File: config.mk
export PLATFORM = sky130hd
export DESIGN_NAME = vfr_hash
export DESIGN_NICKNAME = d
export VERILOG_FILES = /design/src/rtl/vfr_pkg.sv /design/src/rtl/vfr_hash.sv
export SDC_FILE = /design/constraint.sdc
export NUM_CORES = 1
export LEC_CHECK = 0
export BUFFER_PORTS_ARGS = -buffer_cell sky130_fd_sc_hd__buf_2
export CORE_MARGIN = 2
export CORE_UTILIZATION = 50
export CTS_CLUSTER_SIZE = 16
export DETAILED_ROUTE_END_ITERATION = 8
export GPL_ROUTABILITY_DRIVEN = 0
export PLACE_DENSITY_LB_ADDON = 0.15
export SLEW_MARGIN = 20
export SYNTH_ARGS = -nofsm -noshare
export SYNTH_HDL_FRONTEND = slang
export SYNTH_SLANG_ARGS = --single-unit
export TNS_END_PERCENT = 100
File: constraint.sdc
create_clock -name clk_i -period 12.2 [get_ports clk_i]
set_clock_uncertainty 0.05 [all_clocks]
set_input_delay 0.61 -clock clk_i [delete_from_list [all_inputs] [get_ports clk_i]]
set_output_delay 0.61 -clock clk_i [all_outputs]
set_load 0.01 [all_outputs]
File: src/rtl/vfr_pkg.sv
package vfr_pkg;

  // Point and key geometry
  localparam int unsigned COORD_W  = 18;
  localparam int unsigned KEY_W    = 3 * COORD_W;
  localparam int unsigned RANGE_W  = 17;
  localparam int unsigned INV_W    = 16;

  // Table entry tag: a slot counts as used only when its tag equals the current epoch
  localparam int unsigned TAG_W       = 8;
  localparam logic [TAG_W-1:0] EPOCH_CLEAR = '0;
  localparam logic [TAG_W-1:0] EPOCH_FIRST = TAG_W'(1);
  localparam logic [TAG_W-1:0] EPOCH_LAST  = '1;

  // Hash: 64-bit golden-ratio multiply, index taken from bit 40 upwards
  localparam int unsigned HASH_W      = 64;
  localparam int unsigned HASH_SHIFT  = 40;
  localparam int unsigned HIDX_W      = HASH_W - HASH_SHIFT;
  localparam int unsigned CHUNK_W     = 16;
  localparam int unsigned HASH_STEPS  = 9;
  localparam int unsigned STEP_W      = 4;
  localparam int unsigned SHIFT_W     = 6;
  localparam int unsigned PROD_W      = COORD_W + CHUNK_W;

  // Remainder unit: bits folded in per cycle
  localparam int unsigned MOD_BITS    = 4;
  localparam int unsigned MOD_CYCLES  = HIDX_W / MOD_BITS;
  localparam int unsigned MCNT_W      = 3;

  // Configuration register indices
  typedef enum logic [1:0] {
    CFG_MIN_RANGE = 2'd0,
    CFG_MAX_RANGE = 2'd1,
    CFG_VOXEL_EN  = 2'd2,
    CFG_INV_LEAF  = 2'd3
  } cfg_idx_e;

  // Key chunk (0 = z, 1 = y, 2 = x) used by each multiply-accumulate step
  function automatic logic [1:0] step_chunk(input logic [STEP_W-1:0] step);
    logic [1:0] sel;
    case (step)
      4'd0, 4'd1, 4'd2, 4'd3: sel = 2'd0;
      4'd4, 4'd5, 4'd6:       sel = 2'd1;
      default:                sel = 2'd2;
    endcase
    return sel;
  endfunction

  // 16-bit slice of the hash multiplier used by each step
  function automatic logic [CHUNK_W-1:0] step_mult(input logic [STEP_W-1:0] step);
    logic [CHUNK_W-1:0] m;
    case (step)
      4'd0, 4'd4, 4'd7: m = 16'h7C15;
      4'd1, 4'd5, 4'd8: m = 16'h7F4A;
      4'd2, 4'd6:       m = 16'h79B9;
      default:          m = 16'h9E37;
    endcase
    return m;
  endfunction

  // Left shift of each partial product inside the 64-bit accumulator
  function automatic logic [SHIFT_W-1:0] step_shift(input logic [STEP_W-1:0] step);
    logic [SHIFT_W-1:0] s;
    case (step)
      4'd0:    s = 6'd0;
      4'd1:    s = 6'd16;
      4'd2:    s = 6'd32;
      4'd3:    s = 6'd48;
      4'd4:    s = 6'd18;
      4'd5:    s = 6'd34;
      4'd6:    s = 6'd50;
      4'd7:    s = 6'd36;
      default: s = 6'd52;
    endcase
    return s;
  endfunction

endpackage

File: src/rtl/vfr_hash.sv
module vfr_hash
  import vfr_pkg::*;
#(
  parameter int unsigned TABLE_SLOTS = 1024
) (
  input  logic                           clk_i,
  input  logic                           rst_ni,
  input  logic                           start_i,
  input  logic [KEY_W-1:0]               key_i,
  output logic                           done_o,
  output logic [$clog2(TABLE_SLOTS)-1:0] slot_o
);

  localparam int unsigned SLOT_W  = $clog2(TABLE_SLOTS);
  localparam int unsigned REM_W   = SLOT_W + 1;
  localparam bit          IS_POW2 = (TABLE_SLOTS & (TABLE_SLOTS - 1)) == 0;

  typedef enum logic [1:0] {
    H_IDLE,
    H_MAC,
    H_MOD
  } hash_state_e;

  hash_state_e          state_q, state_d;
  logic [STEP_W-1:0]    step_q, step_d;
  logic [MCNT_W-1:0]    mcnt_q, mcnt_d;
  logic [HASH_W-1:0]    acc_q, acc_d;
  logic [HIDX_W-1:0]    hidx_q, hidx_d;
  logic [REM_W-1:0]     rem_q, rem_d;
  logic                 done_q, done_d;
  logic [SLOT_W-1:0]    slot_q, slot_d;

  logic [COORD_W-1:0]   chunk;
  logic [PROD_W-1:0]    prod;
  logic [HASH_W-1:0]    acc_sum;
  logic [REM_W-1:0]     rem_step;

  // Select the key chunk and multiply it by one slice of the constant
  always_comb begin
    case (step_chunk(step_q))
      2'd0:    chunk = key_i[COORD_W-1:0];
      2'd1:    chunk = key_i[2*COORD_W-1:COORD_W];
      default: chunk = key_i[KEY_W-1:2*COORD_W];
    endcase
    prod    = PROD_W'(chunk) * PROD_W'(step_mult(step_q));
    acc_sum = acc_q + (HASH_W'(prod) << step_shift(step_q));
  end

  // Fold four index bits into the running remainder, most significant first
  always_comb begin
    rem_step = rem_q;
    for (int b = 0; b < MOD_BITS; b++) begin
      rem_step = {rem_step[REM_W-2:0], hidx_q[HIDX_W-1-b]};
      if (rem_step >= REM_W'(TABLE_SLOTS)) begin
        rem_step = rem_step - REM_W'(TABLE_SLOTS);
      end
    end
  end

  // Sequence: multiply-accumulate, then reduce modulo the table size
  always_comb begin
    state_d = state_q;
    step_d  = step_q;
    mcnt_d  = mcnt_q;
    acc_d   = acc_q;
    hidx_d  = hidx_q;
    rem_d   = rem_q;
    done_d  = 1'b0;
    slot_d  = slot_q;
    case (state_q)
      H_IDLE: begin
        if (start_i) begin
          state_d = H_MAC;
          step_d  = '0;
          acc_d   = '0;
        end
      end
      H_MAC: begin
        acc_d  = acc_sum;
        step_d = step_q + STEP_W'(1);
        if (step_q == STEP_W'(HASH_STEPS - 1)) begin
          if (IS_POW2) begin
            slot_d  = acc_sum[HASH_SHIFT +: SLOT_W];
            done_d  = 1'b1;
            state_d = H_IDLE;
          end else begin
            hidx_d  = acc_sum[HASH_W-1:HASH_SHIFT];
            rem_d   = '0;
            mcnt_d  = '0;
            state_d = H_MOD;
          end
        end
      end
      H_MOD: begin
        rem_d  = rem_step;
        hidx_d = hidx_q << MOD_BITS;
        mcnt_d = mcnt_q + MCNT_W'(1);
        if (mcnt_q == MCNT_W'(MOD_CYCLES - 1)) begin
          slot_d  = rem_step[SLOT_W-1:0];
          done_d  = 1'b1;
          state_d = H_IDLE;
        end
      end
      default: state_d = H_IDLE;
    endcase
  end

  // Control registers
  always_ff @(posedge clk_i or negedge rst_ni) begin
    if (!rst_ni) begin
      state_q <= H_IDLE;
      step_q  <= '0;
      mcnt_q  <= '0;
      done_q  <= 1'b0;
    end else begin
      state_q <= state_d;
      step_q  <= step_d;
      mcnt_q  <= mcnt_d;
      done_q  <= done_d;
    end
  end

  // Datapath registers
  always_ff @(posedge clk_i) begin
    acc_q  <= acc_d;
    hidx_q <= hidx_d;
    rem_q  <= rem_d;
    slot_q <= slot_d;
  end

  assign done_o = done_q;
  assign slot_o = slot_q;

endmodule

Word level (Yosys, flattened, before mapping)
Memories as Yosys holds them, arrays and structs flattened.
Cells that the tools add are included.
{ "totals": {"latchBits": 0, "n_memories": 2, "mem_bits_ro": 256, "wordCells": 67, "ff_bits": 94, "input_bits": 57, "mem_bits_rw": 0, "output_inout_bits": 11} }
{ "memory_table": {"columns": ["memory", "words", "width", "rd", "rd_clocked_by_memory_dff", "write_ports", "line", "text"], "rows": [
  ["(no name shown)", 16, 14, 1, 0, 0, "vfr_pkg.sv:52", "case (step)"],
  ["(no name shown)", 8, 4, 1, 0, 0, "vfr_pkg.sv:64", "case (step)"]
]} }
{ "classes": {"add_sub_neg": 7, "reduce_logical": 10, "n_mux": 21, "mul": 1, "eq_ne": 14, "shifts": 1, "bitwise_logic": 0, "div_mod_pow": 0, "magnitude_cmp": 4} }
{ "op_table": {"columns": ["cell", "n"], "rows": [
  ["64-bit one-hot mux with 2 select lines", 1],
  ["64-bit adder", 1],
  ["64-bit 2-to-1 mux", 1],
  ["34-bit by 6-bit left shift with 64-bit output", 1],
  ["10-bit 2-to-1 mux", 6],
  ["11-bit >= comparator, second input constant", 4],
  ["10-bit by 1-bit subtractor with 10-bit output, second input constant", 4],
  ["18-bit one-hot mux with 2 select lines", 1],
  ["18-bit by 16-bit multiplier with 34-bit output", 1],
  ["10-bit one-hot mux with 2 select lines", 1],
  ["4-bit by 3-bit equality test with 1-bit output, second input constant", 3],
  ["4-bit by 2-bit equality test with 1-bit output, second input constant", 2],
  ["4-bit one-hot mux with 2 select lines", 1],
  ["2-bit 2-to-1 mux", 3],
  ["6-bit 2-to-1 mux", 1],
  ["2-bit != test, second input constant", 3],
  ["2-bit one-hot mux with 3 select lines", 1],
  ["3-bit AND reduction", 2],
  ["4-bit by 1-bit adder with 4-bit output, second input constant", 1],
  ["2-bit by 1-bit equality test with 1-bit output, second input constant", 2],
  ["4-bit by 1-bit equality test with 1-bit output, second input constant", 1],
  ["4-bit equality test, second input constant", 1],
  ["2-bit logical NOT", 2],
  ["4-bit logical NOT", 1],
  ["11 further kinds", 13]
]} }

Longest topological paths before layout
{ "depth": {"word_depth": 10, "depth_mapped": 45, "mapped_depth_nobuf": 43} }

Worst setup path before layout
No wires, ideal clock.
{ "synth_timing": {"kind": "register to register", "startpoint": "register step_q[0]", "endpoint": "register acc_q[49], data pin", "path_slack_ns": 2.004, "n_path_buf": 2, "setup_time_ns": 0.260, "synth_period_minus_slack_ns": 10.196, "arrival_time_ns": 9.886, "required_time_ns": 11.890, "path_stages_with_launch": 39, "path_cell_list": "dfrtp_1 inv_1 ha_1 nor4_1 nor3_2 nor2_1 buf_2 a221o_1 clkinv_1 nor2_1 fa_1 fa_1 fa_1 fa_1 fa_1 inv_1 fa_1 inv_1 (+3 left out) o211ai_1 nand2_2 a21oi_1 o31ai_1 xor2_1 mux2_2 a211oi_2 o21ai_1 ha_1 clkbuf_1 nand2_1 o31a_1 o21a_1 a2111oi_4 o221ai_2 a31oi_1 nand2b_1 mux2i_1"} }
{ "synth_via": {"elab_chain_cells": 9, "elab_cells_between_ends": 20, "classes_between": "add/sub: 1; mul: 1; eq/ne: 7; shift: 1; mux: 4; reduce/logical: 4; memory: 2"} }
{ "synth_rtl": {"columns": ["item", "line", "text"], "rows": [
  ["start, declared", "vfr_hash.sv:25", "logic [STEP_W-1:0] step_q, step_d;"],
  ["start signal, assigned", "vfr_hash.sv:117", "step_q <= step_d;"],
  ["4-bit by 1-bit equality test with 1-bit output (tied with other cells)", "vfr_pkg.sv:41", "case (step)"],
  ["4-bit OR reduction / 3-bit OR reduction (equally long branches)", "vfr_pkg.sv:41", null],
  ["2-bit one-hot mux with 2 select lines", "vfr_pkg.sv:41", null],
  ["2-bit by 1-bit equality test with 1-bit output / 2-bit logical NOT (equally long branches)", "vfr_hash.sv:40", "case (step_chunk(step_q))"],
  ["18-bit one-hot mux with 2 select lines", "vfr_hash.sv:40", null],
  ["18-bit by 16-bit multiplier with 34-bit output", "vfr_hash.sv:45", "prod = PROD_W'(chunk) * PROD_W'(step_mult(step_q));"],
  ["34-bit by 6-bit left shift with 64-bit output (*)", "vfr_hash.sv:46", "acc_sum = acc_q + (HASH_W'(prod) << step_shift(step_q));"],
  ["64-bit adder (*)", "vfr_hash.sv:46", null],
  ["64-bit one-hot mux with 2 select lines (*)", "vfr_hash.sv:70", "case (state_q)"],
  ["end signal, assigned", "vfr_hash.sv:125", "acc_q <= acc_d;"],
  ["end, declared", "vfr_hash.sv:27", "logic [HASH_W-1:0] acc_q, acc_d;"]
]} }
Every way passes the cells marked *; elsewhere a longest branch is shown, timed or not.
A chain may end at the register's enable or synchronous reset.

Worst setup path in the final report
{ "layout_timing": {"startpoint": "register step_q[0]", "endpoint": "register acc_q[42], data pin"} }
{ "layout_via": {"elab_chain_cells": 9, "elab_cells_between_ends": 20, "classes_between": "add/sub: 1; mul: 1; eq/ne: 7; shift: 1; mux: 4; reduce/logical: 4; memory: 2"} }
{ "layout_rtl": {"columns": ["item", "line", "text"], "rows": [
  ["4-bit by 1-bit equality test with 1-bit output (tied with other cells)", "vfr_pkg.sv:41", null],
  ["4-bit OR reduction / 3-bit OR reduction (equally long branches)", "vfr_pkg.sv:41", null],
  ["2-bit one-hot mux with 2 select lines", "vfr_pkg.sv:41", null],
  ["2-bit by 1-bit equality test with 1-bit output / 2-bit logical NOT (equally long branches)", "vfr_hash.sv:40", null],
  ["18-bit one-hot mux with 2 select lines", "vfr_hash.sv:40", null],
  ["18-bit by 16-bit multiplier with 34-bit output", "vfr_hash.sv:45", null],
  ["34-bit by 6-bit left shift with 64-bit output (*)", "vfr_hash.sv:46", null],
  ["64-bit adder (*)", "vfr_hash.sv:46", null],
  ["named net acc_sum[42]", "vfr_hash.sv:35", "logic [HASH_W-1:0] acc_sum;"],
  ["64-bit one-hot mux with 2 select lines (*)", "vfr_hash.sv:70", null]
]} }
The timed path passes the listed nets; every way through them passes the cells marked *.

==> impl_metrics.yaml <==
outcome:
  status: "finished clean"
logic_synthesis:
  yosys_warnings: 0
  yosysSeqAreaShare_pct: 11.9
  ys_seq_elements: 66
  yosysTopAreaCellShare_pct: 27.1
  synth.distinct_cells: 86
  synth_edf_count: 60
  netlist_area_sq_um: 16400
  netlist_top_cells_count: "inv_1, nor2_1, fa_1"
  synth_area_leaders: "fa_1, ha_1, edfxtp_1"
  synthFlopType: "edfxtp_1"
  syn_inst: 1977
  avgSynthCellArea_sq_um: 8.31
  yosysTopAreaCell: "fa_1"
  yosysMostFrequentCell: "inv_1"
  syn-num-nets: 2421
  synthArstFlopShare_pct: 9.09
worst_setup_path:
  critPathSlowestCell: "fa_1"
  path_max_fanout: 14
  reg2reg_depth: 41
  crit_required_ns: 12.26
  cp_common_cell: "fa_1"
  cp-end-kind: "flip-flop"
  startpoint_type: "flip-flop"
  cp.arrival_ns: 11.54
  critPathMaxStageDelay_ns: 0.57
  critPathKind: "flip-flop to flip-flop"
  reg2reg_setup_slack_ns: 0.72
  reg2reg_from: "step_q[0]"
  regToRegEndpoint: "acc_q[42]"
clocking:
  tritoncts: "built"
  path_clk_slew_ns: 0.06
  h-tree-depth: 3
  cts_root_buffer: "clkbuf_16"
  cts.sinks: 66
  clk_latency_ns: 0.35
  clk_path_buf_depth: 2
  ctsHoldBuffers: 0
  cts_made_buffers: 9
floorplanning:
  coreArea_sq_um: 32500
  start_util_pct: 50.6
  die_y_microns: 185
  die-area_sq_um: 34300
  ios: 68
  rows: 66
  die_w_microns: 185
route:
  drt_iter0_drc: 872
  drt-met1-wl_microns: 19600
  routed_wl_microns: 45500
  wl_per_cell_microns: 18.6
  vias: 13718
  dr_wl_met3_microns: 2350
  drt_pass1_iterations: 5
  wl_met2_microns: 22200
  drtAntennaViolNets: 0
  vias_per_cell: 5.59
  top_layer: "met4"
  drc: 0
global_route:
  grt_pass1_wl_microns: 74200
  grt_max_degree: 51
  antenna_found_initial: 0
  grt-ovfl-total: 0
  grt_util_all_layers_pct: 27.8
  grt_pass1_vias: 14115
placement:
  hpwlAfterDp_microns: 38000
  placement.io_buffers: 67
timing:
  worst_slew_pin_slew_ns: 0.903
  hold_violations: 0
  report.final.setup_viol: 0
  slew_violations: 0
  slew_headroom_pct: 39.8
  finalSetupTns_ns: 0
  fin_crit_ns: 11.48
  max_freq_ghz: 0.0871
  holdWs_ns: 0.0417
  finalCritPeriodShare_pct: 94.1
  grt_setup_unrepaired: "no"
flow_run:
  drv_cap: 0
hold_path:
  hp-class: "input port to asynchronous set/reset pin"
final_layout:
  drive_above_1_share_pct: 8.16
  area_growth_pct: 7.00
  diodes: 0
  final_nets: 2450
  fill_cells: 3083
[what timing repair did]
action	CTS	global route
resized for setup	0	4
buffers inserted	0	0
setup endpoints to repair	0	7
[through the flow]
stage	instances	area (sq um)	util [%]	setup slack [ns]
floorplan	1977	16400	-	2.00
global placement	2437	17200	53.0	0.761
detailed placement	2437	17200	53.0	0.669
CTS	2453	17600	54.1	0.572
global route	2453	17600	54.1	0.0176
finish	2453	17600	54.1	0.719
[routing by layer]
metal	global-route usage [%]	vias to the layer above
met5	0	-
met4	8.83	0
met3	1.85	87
met1	36.9	6573
li1	-	6564
met2	48.4	494
[final cells by class]
cell class	count	area (sq um)	share of cell area, %
multi-input cells	1466	12800	72.8
flip-flops and latches	66	1950	11.1
inverters	371	1410	8.00
well taps	442	553	3.15
repair buffers	92	523	2.98
clock buffers	9	225	1.28
clock inverters	7	125	0.712
[worst max-delay path, delay by kind of cell, from the launching register on]
kind / cells / cell delay, ns
and+or+nand+nor: 10 / 2.02
buffers and inverters: 7 / 0.97
adders and majority gates: 9 / 4.11
AOI/OAI and AO/OA: 11 / 2.70
muxes: 2 / 0.48
DFF: 1 / 0.53
xor gates and xnor gates: 2 / 0.36
[flip-flops by register name, summed over array words and instances (netlist names)]
| signal | count |
|---|---|
| acc_q | 50 |
| slot_o | 10 |
| step_q | 4 |
| done_o | 1 |
| state_q | 1 |
[kinds of logic (layout without fill, tap and decap cells)]
| kind of cell | Yosys count | after routing | synth area share (%) |
|---|---|---|---|
| AO/OA/AOI/OAI | 395 | 395 | 16.1 |
| XOR/XNOR | 75 | 75 | 4.00 |
| adder cells (fa/ha/maj) | 387 | 387 | 39.6 |
| buffers and inverters | 445 | 479 | 10.3 |
| flip-flops | 66 | 66 | 11.9 |
| multiplexers | 34 | 34 | 2.12 |
| AND/OR/NAND/NOR | 575 | 575 | 15.9 |
[placed cells by master (no fill, tap or decap), types with 10 or more instances in the layout]
master    count
o21ai_1      15
or2_2        10
buf_2        67
nand2b_1     13
mux2i_1      28
o21a_1       10
nand3_1      24
a211oi_1     12
fa_1        222
o21ai_0      53
nand2_1     143
ha_1        165
xor2_1       24
and3_1       13
nor2_1      248
nand4_1      22
nor2b_1      12
edfxtp_1     60
o22ai_1      10
a21o_1       55
a31oi_1      16
o21bai_1     11
a21oi_1     125
and2_1       36
inv_1       363
nor3_1       27
xnor2_1      51
buf_4        25
[how the worst max path moves through the flow]
stage | from | to | slack (ns) | depth (start not counted)
after floorplan | step_q[0] | acc_q[49] | 2.00 | 38
after global placement | step_q[0] | acc_q[42] | 0.76 | 41
after detailed placement | step_q[0] | acc_q[49] | 0.67 | 41
after CTS | step_q[0] | acc_q[49] | 0.57 | 41
after global routing | step_q[0] | acc_q[49] | 0.02 | 38
final | step_q[0] | acc_q[42] | 0.72 | 41
Power is not shown: default switching activity piles up to over one toggle a cycle in this logic, so the estimate is an artifact.
